$ cat src/hw/rtl/oiq_pkg.sv
// Shared widths, request codes and status codes for the ordered insert queue.
package oiq_pkg;

    localparam int CAPACITY_DEF = 16;

    localparam int VAL_W = 32;
    localparam int REQ_W = 2;
    localparam int ST_W  = 2;
    localparam int OCC_W = 5;

    localparam logic [REQ_W-1:0] REQ_APPEND  = 2'd0;
    localparam logic [REQ_W-1:0] REQ_ORDERED = 2'd1;
    localparam logic [REQ_W-1:0] REQ_REMOVE  = 2'd2;

    localparam logic [ST_W-1:0] ST_OK    = 2'd0;
    localparam logic [ST_W-1:0] ST_EMPTY = 2'd1;
    localparam logic [ST_W-1:0] ST_FULL  = 2'd2;

endpackage

$ cat src/hw/rtl/oiq_if.sv
// Request and response channel interfaces for the ordered insert queue.
interface oiq_req_if;
    logic                                valid;
    logic                                ready;
    logic [oiq_pkg::REQ_W-1:0]           req_type;
    logic signed [oiq_pkg::VAL_W-1:0]    in_value;

    modport source (output valid, output req_type, output in_value, input ready);
    modport sink   (input valid, input req_type, input in_value, output ready);
endinterface

interface oiq_rsp_if;
    logic                                valid;
    logic                                ready;
    logic signed [oiq_pkg::VAL_W-1:0]    out_value;
    logic [oiq_pkg::ST_W-1:0]            status;
    logic [oiq_pkg::OCC_W-1:0]           occupancy;

    modport source (output valid, output out_value, output status, output occupancy,
                    input ready);
    modport sink   (input valid, input out_value, input status, input occupancy,
                    output ready);
endinterface

$ cat src/hw/rtl/ordered_insert_queue.sv
// Ordered insert queue: bounded queue of signed values with append, ordered insert, remove.
// Entries live in a single-port-write, single-port-read memory with the head at
// address 0, and one compare unit under a small sequencer does all the work. The
// block takes one request at a time; an append writes at the tail, an ordered
// insert scans up to its position p, then moves the tail up one entry per cycle,
// and a remove reads the head, then moves every entry down one per cycle. The
// memory's one read and one write per cycle set this pace. Full, empty and unused
// requests go straight to the finish state. The result sits in an output
// register, so the next request is taken while a finished result waits.
module ordered_insert_queue #(
    parameter int CAPACITY = oiq_pkg::CAPACITY_DEF
) (
    input  logic           clk,
    input  logic           rst_n,
    oiq_req_if.sink        req,
    oiq_rsp_if.source      rsp
);

    localparam int AW = $clog2(CAPACITY);
    localparam int CW = $clog2(CAPACITY + 1);

    typedef enum logic [2:0] {
        S_IDLE,
        S_SCAN,
        S_SHIFT_UP,
        S_PUT,
        S_RM_HEAD,
        S_SHIFT_DN,
        S_FIN
    } state_t;

    state_t                            state_reg, state_next;
    logic [CW-1:0]                     count_reg, count_next;
    logic signed [oiq_pkg::VAL_W-1:0]  val_reg, val_next;
    logic [AW-1:0]                     pos_reg, pos_next;
    logic [AW-1:0]                     idx_reg, idx_next;
    logic signed [oiq_pkg::VAL_W-1:0]  res_value_reg, res_value_next;
    logic [oiq_pkg::ST_W-1:0]          res_status_reg, res_status_next;

    logic                              out_valid_reg, out_valid_next;
    logic signed [oiq_pkg::VAL_W-1:0]  out_value_reg, out_value_next;
    logic [oiq_pkg::ST_W-1:0]          out_status_reg, out_status_next;
    logic [oiq_pkg::OCC_W-1:0]         out_occ_reg, out_occ_next;

    logic signed [oiq_pkg::VAL_W-1:0]  mem [CAPACITY];
    logic signed [oiq_pkg::VAL_W-1:0]  rdata;
    logic [AW-1:0]                     mem_raddr;
    logic                              mem_we;
    logic [AW-1:0]                     mem_waddr;
    logic signed [oiq_pkg::VAL_W-1:0]  mem_wdata;

    logic                              req_fire;
    logic                              found;
    logic                              is_full;

    assign req.ready     = (state_reg == S_IDLE);
    assign req_fire      = req.valid && req.ready;
    assign rsp.valid     = out_valid_reg;
    assign rsp.out_value = out_value_reg;
    assign rsp.status    = out_status_reg;
    assign rsp.occupancy = out_occ_reg;

    assign is_full = (count_reg == CW'(CAPACITY));
    // the head is passed only by a strictly smaller value; later entries by a not-greater one
    assign found = (idx_reg == '0) ? (rdata > val_reg) : (rdata >= val_reg);

    always_ff @(posedge clk)
    begin
        if (mem_we)
        begin
            mem[mem_waddr] <= mem_wdata;
        end
        rdata <= mem[mem_raddr];
    end

    always_comb
    begin
        state_next      = state_reg;
        count_next      = count_reg;
        val_next        = val_reg;
        pos_next        = pos_reg;
        idx_next        = idx_reg;
        res_value_next  = res_value_reg;
        res_status_next = res_status_reg;
        out_valid_next  = out_valid_reg && !rsp.ready;
        out_value_next  = out_value_reg;
        out_status_next = out_status_reg;
        out_occ_next    = out_occ_reg;
        mem_raddr       = '0;
        mem_we          = 1'b0;
        mem_waddr       = '0;
        mem_wdata       = val_reg;

        case (state_reg)
            S_IDLE:
            begin
                if (req_fire)
                begin
                    val_next        = req.in_value;
                    res_value_next  = '0;
                    res_status_next = oiq_pkg::ST_OK;
                    idx_next        = '0;
                    case (req.req_type)
                        oiq_pkg::REQ_APPEND,
                        oiq_pkg::REQ_ORDERED:
                        begin
                            if (is_full)
                            begin
                                res_status_next = oiq_pkg::ST_FULL;
                                state_next      = S_FIN;
                            end
                            else if (req.req_type == oiq_pkg::REQ_APPEND || count_reg == '0)
                            begin
                                pos_next   = AW'(count_reg);
                                state_next = S_PUT;
                            end
                            else
                            begin
                                state_next = S_SCAN;
                            end
                        end
                        oiq_pkg::REQ_REMOVE:
                        begin
                            if (count_reg == '0)
                            begin
                                res_status_next = oiq_pkg::ST_EMPTY;
                                state_next      = S_FIN;
                            end
                            else
                            begin
                                state_next = S_RM_HEAD;
                            end
                        end
                        default:
                        begin
                            state_next = S_FIN;
                        end
                    endcase
                end
            end

            S_SCAN:
            begin
                if (found)
                begin
                    // open a gap at idx: move entries count-1 .. idx up by one
                    pos_next   = idx_reg;
                    mem_raddr  = AW'(count_reg - CW'(1));
                    idx_next   = AW'(count_reg - CW'(1));
                    state_next = S_SHIFT_UP;
                end
                else if ((CW'(idx_reg) + CW'(1)) == count_reg)
                begin
                    pos_next   = AW'(count_reg);
                    state_next = S_PUT;
                end
                else
                begin
                    mem_raddr = idx_reg + AW'(1);
                    idx_next  = idx_reg + AW'(1);
                end
            end

            S_SHIFT_UP:
            begin
                mem_we    = 1'b1;
                mem_waddr = idx_reg + AW'(1);
                mem_wdata = rdata;
                if (idx_reg == pos_reg)
                begin
                    state_next = S_PUT;
                end
                else
                begin
                    mem_raddr = idx_reg - AW'(1);
                    idx_next  = idx_reg - AW'(1);
                end
            end

            S_PUT:
            begin
                mem_we     = 1'b1;
                mem_waddr  = pos_reg;
                mem_wdata  = val_reg;
                count_next = count_reg + CW'(1);
                state_next = S_FIN;
            end

            S_RM_HEAD:
            begin
                res_value_next = rdata;
                count_next     = count_reg - CW'(1);
                if (count_reg == CW'(1))
                begin
                    state_next = S_FIN;
                end
                else
                begin
                    mem_raddr  = AW'(1);
                    idx_next   = AW'(1);
                    state_next = S_SHIFT_DN;
                end
            end

            S_SHIFT_DN:
            begin
                // count already holds the new size, so idx == count marks the last entry
                mem_we    = 1'b1;
                mem_waddr = idx_reg - AW'(1);
                mem_wdata = rdata;
                if (CW'(idx_reg) == count_reg)
                begin
                    state_next = S_FIN;
                end
                else
                begin
                    mem_raddr = idx_reg + AW'(1);
                    idx_next  = idx_reg + AW'(1);
                end
            end

            S_FIN:
            begin
                if (!out_valid_reg || rsp.ready)
                begin
                    out_valid_next  = 1'b1;
                    out_value_next  = res_value_reg;
                    out_status_next = res_status_reg;
                    out_occ_next    = oiq_pkg::OCC_W'(count_reg);
                    state_next      = S_IDLE;
                end
            end

            default:
            begin
                state_next = S_IDLE;
            end
        endcase
    end

    always_ff @(posedge clk or negedge rst_n)
    begin
        if (!rst_n)
        begin
            state_reg     <= S_IDLE;
            count_reg     <= '0;
            out_valid_reg <= 1'b0;
        end
        else
        begin
            state_reg     <= state_next;
            count_reg     <= count_next;
            out_valid_reg <= out_valid_next;
        end
    end

    always_ff @(posedge clk)
    begin
        val_reg        <= val_next;
        pos_reg        <= pos_next;
        idx_reg        <= idx_next;
        res_value_reg  <= res_value_next;
        res_status_reg <= res_status_next;
        out_value_reg  <= out_value_next;
        out_status_reg <= out_status_next;
        out_occ_reg    <= out_occ_next;
    end

endmodule

$ cat src/flat_wrapper.sv
// flat-port wrapper written by rule: the top's interface ports become plain ports
module ordered_insert_queue_flat 
#(
    parameter int CAPACITY = oiq_pkg::CAPACITY_DEF
)
  (clk, rst_n, req_valid, req_req_type, req_in_value, req_ready, rsp_valid, rsp_out_value, rsp_status, rsp_occupancy, rsp_ready);
  oiq_req_if req_i ();
  oiq_rsp_if rsp_i ();
  input  logic clk;
  input  logic rst_n;
  input wire logic [$bits(req_i.valid)-1:0] req_valid;
  input wire logic [$bits(req_i.req_type)-1:0] req_req_type;
  input wire logic [$bits(req_i.in_value)-1:0] req_in_value;
  output wire logic [$bits(req_i.ready)-1:0] req_ready;
  output wire logic [$bits(rsp_i.valid)-1:0] rsp_valid;
  output wire logic [$bits(rsp_i.out_value)-1:0] rsp_out_value;
  output wire logic [$bits(rsp_i.status)-1:0] rsp_status;
  output wire logic [$bits(rsp_i.occupancy)-1:0] rsp_occupancy;
  input wire logic [$bits(rsp_i.ready)-1:0] rsp_ready;
  assign req_i.valid = req_valid;
  assign req_i.req_type = req_req_type;
  assign req_i.in_value = req_in_value;
  assign req_ready = req_i.ready;
  assign rsp_valid = rsp_i.valid;
  assign rsp_out_value = rsp_i.out_value;
  assign rsp_status = rsp_i.status;
  assign rsp_occupancy = rsp_i.occupancy;
  assign rsp_i.ready = rsp_ready;
  ordered_insert_queue #(.CAPACITY(CAPACITY)) u_core (.clk(clk), .rst_n(rst_n), .req(req_i), .rsp(rsp_i));
endmodule
$ cat config.mk
export PLATFORM = sky130hd
export DESIGN_NAME = ordered_insert_queue_flat
export DESIGN_NICKNAME = d
export VERILOG_FILES = /design/src/hw/rtl/oiq_pkg.sv /design/src/hw/rtl/oiq_if.sv /design/src/hw/rtl/ordered_insert_queue.sv /design/src/flat_wrapper.sv
export SDC_FILE = /design/constraint.sdc
export NUM_CORES = 1
export LEC_CHECK = 0
export BUFFER_PORTS_ARGS = -buffer_cell sky130_fd_sc_hd__buf_2
export CORE_ASPECT_RATIO = 1.2
export CORE_UTILIZATION = 29
export CTS_BUF_LIST = sky130_fd_sc_hd__clkbuf_8
export CTS_CLUSTER_DIAMETER = 100
export DETAILED_ROUTE_END_ITERATION = 12
export PLACE_DENSITY = 0.44
export SYNTH_ARGS = -nofsm -noshare
export SYNTH_HDL_FRONTEND = slang
export SYNTH_SLANG_ARGS = --single-unit
export TNS_END_PERCENT = 10
$ cat constraint.sdc
create_clock -name clk -period 5.7 [get_ports clk]
set_clock_uncertainty 0.05 [all_clocks]
set_input_delay 0.285 -clock clk [delete_from_list [all_inputs] [get_ports clk]]
set_output_delay 0.285 -clock clk [all_outputs]
set_load 0.03 [all_outputs]
==> impl_results.md, run 1 <==
- Status: finished clean
- Final setup vio count: 0
- Crit path capture: u_core.rdata[27]$_DFF_P_
- IO Pins: 79
- Met2 Resource Use GR: 0.294
- Worst slew margin: 0.230
- Vias in the first global route: 18553
- Unique masters post-synth: 65
- Core area: 95400 um2
- Postcts setup bufs: 0
- Cells after Synth: 2021
- Seq/Total Area, Yosys: 0.702
- Area grow syn2layout: 15.8%
- Reg2reg end: u_core.rdata[27]$_DFF_P_
- Initial antenna violation count: 1
- Total Neg Setup Slack: 0 ns
- Internal power: 12.7 mW
- Final Hold Fails: 0
- Pwr dens: 683 nW/um2
- Worst R2R Path Depth: 12
- Share of total power in combinational logic: 0.459
- Final cell utilization of the core: 0.339
- Die Wd: 285 um
- Net Sw Frac: 0.425
- Largest net degree at the start of global routing: 130
- Die area: 97700 um2
- Worst Hold Depth: 2
- Number of CTS-inserted buffers: 105
- Drt total wl: 86700 um
- Largest reg by FF count: u_core.mem
- RSZ-0062 raised after global routing: no
- Synthesized Nets: 2097
- Arr. time, crit path: 5.07 ns
- Critical path origin: u_core.val_reg[13]$_DFFE_PP_
- Worst-skew pair later-pin latency: 0.72 ns
- Grt met3 use: 0.0236
- Final Critical Period: 4.47 ns
- R2R setup slack: 1.23 ns
- Clk sinks: 666
- DR WL/cell: 24.9 um
- Share of power burned in registers: 0.369
- DR pass1 iterations: 8
- Async S/R FF share, synth: 0.0135
- Flops & latches, synth: 666
- Largest register FFs: 512
- Port bufs: 78
- Max IR drop VDD: 0.000557 V
- Post-Syn Area: 28000 um2
- Global-route wire length before repair: 128000 um
- Number of enable flip-flop cells after synthesis: 625
- Effective utilization at floorplan: 0.293
- Fin crit share: 0.784
- GPL Wtd Cong: 0.820
- CP Data Required Time: 6.30 ns
- Hold_buf cts: 38
- 1st-iter DRT viols: 1671
- F_max: 0.224 GHz
- CTS tree: yes
- Setup CP Type: register to register
- Net count, final: 2205
- Fraction of layout cells with a size suffix above 1: 0.151
- Bufs on Longest Clock Path: 3
- DRT antenna net count: 0
- Chip height: 342 um
- Via/cell ratio: 5.28
- Grt met1 use: 0.236
- Max_cap viols: 0
- Psw: 9.41 mW
- Final Max Tran Viols: 0
- Syn_area_per_cell: 13.8 um2
- Clk slew on worst S/H paths: 0.06 ns
- Top Usage Layer GRT: met2
- Root buf cell: clkbuf_8
- Worst R2R Start: u_core.val_reg[13]$_DFFE_PP_
- Ys flop type: edfxtp_1
- Ys Warns: 0
- Worst-Margin Slew: 1.15 ns
- CP Capture Type: register
- Dpl hpwl: 47500 um
- Worst Setup Start Kind: register
- Clock Power Share: 0.172
- Tightest Hold Check Type: input pin to register
- Congestion Overflow GR: 0
- Vias: 18387
- Crit-path max FO: 24
- GRT Total Usage: 0.176
- # DRC: 0
- Leak: 11.3 nW
- FP Rows: 124
- H-Tree Depth: 3
- CTS resizes: 0
## worst min-delay path by stage
stage / from / endpoint / slack (ns)
after floorplan: rst_n / u_core.count_reg[0]$_DFFE_PN0P_ / -0.06
after global placement: rst_n / u_core.count_reg[4]$_DFFE_PN0P_ / 0.11
after detailed placement: rst_n / u_core.count_reg[3]$_DFFE_PN0P_ / 0.11
after CTS: req_in_value[27] / u_core.val_reg[27]$_DFFE_PP_ / 0.16
after global routing: req_in_value[6] / u_core.val_reg[6]$_DFFE_PP_ / 0.20
final: req_in_value[29] / u_core.val_reg[29]$_DFFE_PP_ / 0.24
## Yosys cell counts (all sizes together), types with 11 or more instances
library cell	count	share of area
o211ai	37	0.010
a31oi	68	0.015
nor4	69	0.015
inv	71	0.0095
edfxtp	625	0.67
buf	43	0.0092
mux2	33	0.013
nand2	200	0.027
a21oi	90	0.016
mux2i	35	0.013
xnor2	11	0.0034
a221oi	33	0.010
dfxtp	32	0.023
a32o	33	0.012
or3	35	0.0078
nand4	41	0.0092
and3	35	0.0078
a311oi	32	0.010
nor2	49	0.0066
o21ai	83	0.015
clkbuf	132	0.018
a32oi	33	0.010
ha	38	0.017
o31ai	32	0.0086
a211o	34	0.011
## metrics by stage
stage	cells	power (mW)	setup slack, ns	area, um2	hold slack (ns)
finish	3483	22.1	1.23	32400	0.235
global route	3481	23.4	1.02	32400	0.200
CTS	3480	22.4	1.19	32400	0.158
detailed placement	3244	18.5	1.21	30100	0.110
global placement	3244	18.4	1.28	30100	0.111
floorplan	2021	14.5	1.32	28000	-0.0606
## power groups by stage
stage	Combinational [mW]	Sequential, mW	Clock (mW)
floorplan	6.44	8.08	0
global placement	10.1	8.23	0
detailed placement	10.2	8.25	0
CTS	10.3	8.16	3.92
global route	11.0	8.27	4.11
finish	10.2	8.16	3.81
## routing by layer
layer / routed length, um / share of wire
met2: 42100 / 0.49
met4: 1970 / 0.023
met1: 38300 / 0.44
met5: 0 / 0
met3: 4280 / 0.049
## kinds of logic after synthesis
group	after synthesis	share of synthesized area
simple gates	473	0.0839
mux	68	0.0258
buf+inv	246	0.0365
fa+ha+maj	38	0.0170
compound gates	510	0.128
xor+xnor	20	0.00653
flops	666	0.702
## critical path: stages (launching register included)
cell	delay [ns]
edfxtp_1	0.35
inv_1	0.06
ha_1	0.29
nand4_1	0.44
nor4_1	0.59
buf_4	0.21
nand3_1	0.10
and3_1	0.29
nor2_1	0.30
o211ai_4	0.26
nor2b_4	0.95
buf_4	0.36
a211o_1	0.15
## cells in the final DEF (no fill, tap or decap), types with 38 or more instances in the layout
| cell | netlist | routed |
|---|---|---|
| a21oi_1 | 90 | 90 |
| a31oi_1 | 68 | 68 |
| buf_2 | 29 | 78 |
| buf_4 | 2 | 45 |
| clkbuf_8 | 0 | 112 |
| dlygate4sd3_1 | 0 | 38 |
| edfxtp_1 | 625 | 625 |
| ha_1 | 38 | 38 |
| inv_1 | 71 | 122 |
| nand2_1 | 200 | 200 |
| nand4_1 | 41 | 41 |
| nor4_1 | 69 | 69 |
| o21ai_0 | 60 | 60 |
## area by class of cell
class                      instances  area, um2
sequential                       666      19600
tap                             1260       1580
clock inverter                    86        394
clock buffer                     112       1540
multi-input combinational       1109       7560
timing repair buffer             176       1410
inverter                          71        267
fill                            9313      63000
antenna                            3       7.51
No activity file was read; power rests on OpenSTA's default activity.
==> run 2: changes to the inputs <==
PLACE_DENSITY = 0.46   (was 0.44)
clock period = 3.7 ns   (was 5.7 ns; I/O delays follow)
==> run 2 against run 1 <==
Effect of this change:
- the run now ends with setup timing left
- global-route usage fell by 0.28 points
- critical path depth rose by 2
- highest routed layer unchanged
- cell area rose by 8.1%
- via count rose by 3.2%
- wire length fell by 1.2%
- cell count rose by 4.9%
- sequential power rose by 52%
- combinational power rose by 90%
- largest power group unchanged
- flip-flop and latch count did not move
==> impl_results.md, run 2 (synthesis results as in run 1) <==
- Number of CTS-inserted buffers: 107 (was 105)
- Max IR drop VDD: 0.000601 V (was 0.000557 V)
- Crit path capture: u_core.rdata[0]$_DFF_P_ (was u_core.rdata[27]$_DFF_P_)
- Share of total power in combinational logic: 0.511 (was 0.459)
- Critical Path Most Common Cell: or4_4 (was buf_4)
- Final Hold Fails: 0 (unchanged)
- Congestion Overflow GR: 0 (unchanged)
- Worst-Margin Slew: 0.846 ns (was 1.15 ns)
- CTS tree: yes (unchanged)
- Largest register FFs: 512 (unchanged)
- Die Wd: 285 um (unchanged)
- Final setup vio count: 32 (was 0)
- Chip height: 342 um (unchanged)
- Fill count: 9115 (was 9313)
- Clk slew on worst S/H paths: 0.06 ns (about the same)
- Setup CP Type: register to register (unchanged)
- Commonest non-fill, non-tap cell in the layout: edfxtp_1 (unchanged)
- Most frequent cells in the layout: 625 x edfxtp_1, 200 x nand2_1, 136 x buf_4 (was 625 x edfxtp_1, 200 x nand2_1, 122 x inv_1)
- Die area: 97700 um2 (unchanged)
- CP Capture Type: register (unchanged)
- Hold Startpoint: req_in_value[8] (was req_in_value[29])
- Vias in the first global route: 19120 (was 18553)
- Effective utilization at floorplan: 0.293 (unchanged)
- # DRC: 0 (unchanged)
- Status: finished, violations left (was finished clean)
- DR WL/cell: 23.4 um (was 24.9 um)
- Worst slew margin: 0.436 (was 0.230)
- GPL Wtd Cong: 0.876 (was 0.820)
- Fin crit share: 1.08 (was 0.784)
- FP Rows: 124 (unchanged)
- F_max: 0.251 GHz (was 0.224 GHz)
- Clk sinks: 666 (unchanged)
- Fraction of layout cells with a size suffix above 1: 0.238 (was 0.151)
- Worst R2R Path Depth: 14 (was 12)
- Drt total wl: 85700 um (was 86700 um)
- Worst Setup Start Kind: register (unchanged)
- Fin cells: 3654 (was 3483)
- Arr. time, crit path: 4.51 ns (was 5.07 ns)
- IO Pins: 79 (unchanged)
- R2R setup slack: -0.28 ns (was 1.23 ns)
- Crit-path max FO: 5 (was 24)
- CP Cell Sequence: inv_2 -> ha_4 -> nand4_1 -> nor4_2 -> or3_1 -> or4_4 -> and3_4 -> or4_4 -> nand3_4 -> buf_12 -> buf_8 -> a311oi_2 -> a32o_2 -> a211o_1 (was inv_1 -> ha_1 -> nand4_1 -> nor4_1 -> buf_4 -> nand3_1 -> and3_1 -> nor2_1 -> o211ai_4 -> nor2b_4 -> buf_4 -> a211o_1)
- Max_cap viols: 0 (unchanged)
- Worst R2R Start: u_core.val_reg[2]$_DFFE_PP_ (was u_core.val_reg[13]$_DFFE_PP_)
- Setup ws final: -0.283 ns (was 1.23 ns)
- GRT Total Usage: 0.173 (was 0.176)
- Psw: 15.2 mW (was 9.41 mW)
- Area grow syn2layout: 25.2% (was 15.8%)
- CP Data Required Time: 4.23 ns (was 6.30 ns)
- Initial antenna violation count: 4 (was 1)
- Share of power burned in registers: 0.326 (was 0.369)
- Worst path max stage delay: 0.61 ns (was 0.95 ns)
- Tightest Hold Check Type: input pin to register (unchanged)
- Vias: 18979 (was 18387)
- DP Area: 32000 um2 (was 30100 um2)
- Bufs on Longest Clock Path: 3 (unchanged)
- Core area: 95400 um2 (unchanged)
- Internal power: 22.7 mW (was 12.7 mW)
- Final Critical Period: 3.98 ns (was 4.47 ns)
- Reg2reg end: u_core.rdata[0]$_DFF_P_ (was u_core.rdata[27]$_DFF_P_)
- DR pass1 iterations: 5 (was 8)
- Dpl hpwl: 52400 um (was 47500 um)
- Dpl cells: 3398 (was 3244)
- Global-route wire length before repair: 126000 um (was 128000 um)
- DRT antenna net count: 0 (unchanged)
- Root buf cell: clkbuf_8 (unchanged)
- Leak: 12.6 nW (was 11.3 nW)
- H-Tree Depth: 3 (unchanged)
- Final Max Tran Viols: 0 (unchanged)
- Critical path origin: u_core.val_reg[2]$_DFFE_PP_ (was u_core.val_reg[13]$_DFFE_PP_)
- RSZ-0062 raised after global routing: yes (was no)
- WHS: 0.113 ns (was 0.235 ns)
- Largest reg by FF count: u_core.mem (unchanged)
- Pwr dens: 1080 nW/um2 (was 683 nW/um2)
- Fin area: 35000 um2 (was 32400 um2)
- Largest net degree at the start of global routing: 67 (was 130)
- Port bufs: 78 (unchanged)
- Via/cell ratio: 5.19 (was 5.28)
- Net Sw Frac: 0.401 (was 0.425)
- Clock Power Share: 0.163 (was 0.172)
- Worst-skew pair later-pin latency: 0.75 ns (was 0.72 ns)
- Failing checks: setup timing
- Net count, final: 2379 (was 2205)
- Slowest stage cell on the critical path: or4_4 (was nor2b_4)
- 1st-iter DRT viols: 1676 (was 1671)
==> run 2: cell count changes in the layout (fill, tap and decap cells not counted), moves of 5 or more <==
cell	change
buf_6	+9
buf_4	+91
o21ai_0	-11
a221oi_2	+11
o21ai_1	+10
inv_1	-12
clkinv_2	+10
buf_12	+67
clkbuf_8	+7
clkinv_1	-11
a32o_2	+5
a32o_1	-5
a221oi_1	-11
==> run 2: worst max-delay path: cells and delay by family, from the launching register on <==
| kind | cells | cell delay [ns] |
|---|---|---|
| buf+inv | 3 | 0.36 |
| fa+ha+maj | 1 | 0.20 |
| flops | 1 | 0.44 |
| simple gates | 7 | 2.12 |
| compound gates | 3 | 0.66 |
==> run 2: power by group through the flow <==
| stage | Clock [mW] | Sequential [mW] | Combinational (mW) |
|---|---|---|---|
| final | 6.20 | 12.4 | 19.4 |
| after global routing | 6.69 | 12.5 | 20.8 |
| after CTS | 6.39 | 12.4 | 19.1 |
| after detailed placement | 0 | 12.5 | 18.4 |
| after global placement | 0 | 12.5 | 18.2 |
| after floorplan | 0 | 12.5 | 9.93 |
==> run 2: worst min path at each step <==
stage	endpoint	slack, ns	cells past startpoint
after floorplan	u_core.count_reg[0]$_DFFE_PN0P_	-0.16	0
after global routing	u_core.val_reg[10]$_DFFE_PP_	0.06	2
after detailed placement	u_core.count_reg[2]$_DFFE_PN0P_	0.02	1
after CTS	u_core.val_reg[3]$_DFFE_PP_	0.02	2
after global placement	u_core.count_reg[2]$_DFFE_PN0P_	0.01	1
final	u_core.val_reg[8]$_DFFE_PP_	0.11	2
==> run 2: cell type report <==
| class | instances | area, um2 | share of cell area |
|---|---|---|---|
| multi-input combinational | 1109 | 7790 | 0.222 |
| clock buffer | 119 | 1640 | 0.0468 |
| tap | 1260 | 1580 | 0.0450 |
| antenna | 1 | 2.50 | 0.0000715 |
| sequential | 666 | 19600 | 0.561 |
| inverter | 71 | 267 | 0.00761 |
| clock inverter | 80 | 459 | 0.0131 |
| timing repair buffer | 348 | 3650 | 0.104 |
==> run 2: what timing repair did <==
item,CTS,global route
hold buffers,38,0
cloned,3,0
resized for setup,34,35
pin swaps,11,25
endpoints found under the setup margin,33,35
endpoints found under the hold margin,51,0
setup buffers,4,11
==> run 2: layer usage <==
metal,share of wire,vias up,GRT usage
met5,0,-,0
met4,0.026,0,0.0599
met3,0.052,154,0.0274
met2,0.49,668,0.293
met1,0.43,9594,0.224
li1,-,8563,-
==> run 2: metrics by stage <==
step	power [mW]	setup WS (ns)	util	setup TNS (ns)
detailed placement	30.8	-0.434	0.336	-11.96
CTS	37.8	-0.243	0.365	-6.46
finish	38.0	-0.283	0.367	-7.27
global route	40.0	-0.347	0.367	-9.47
floorplan	22.4	0.217	-	0
global placement	30.7	-0.448	0.336	-11.99
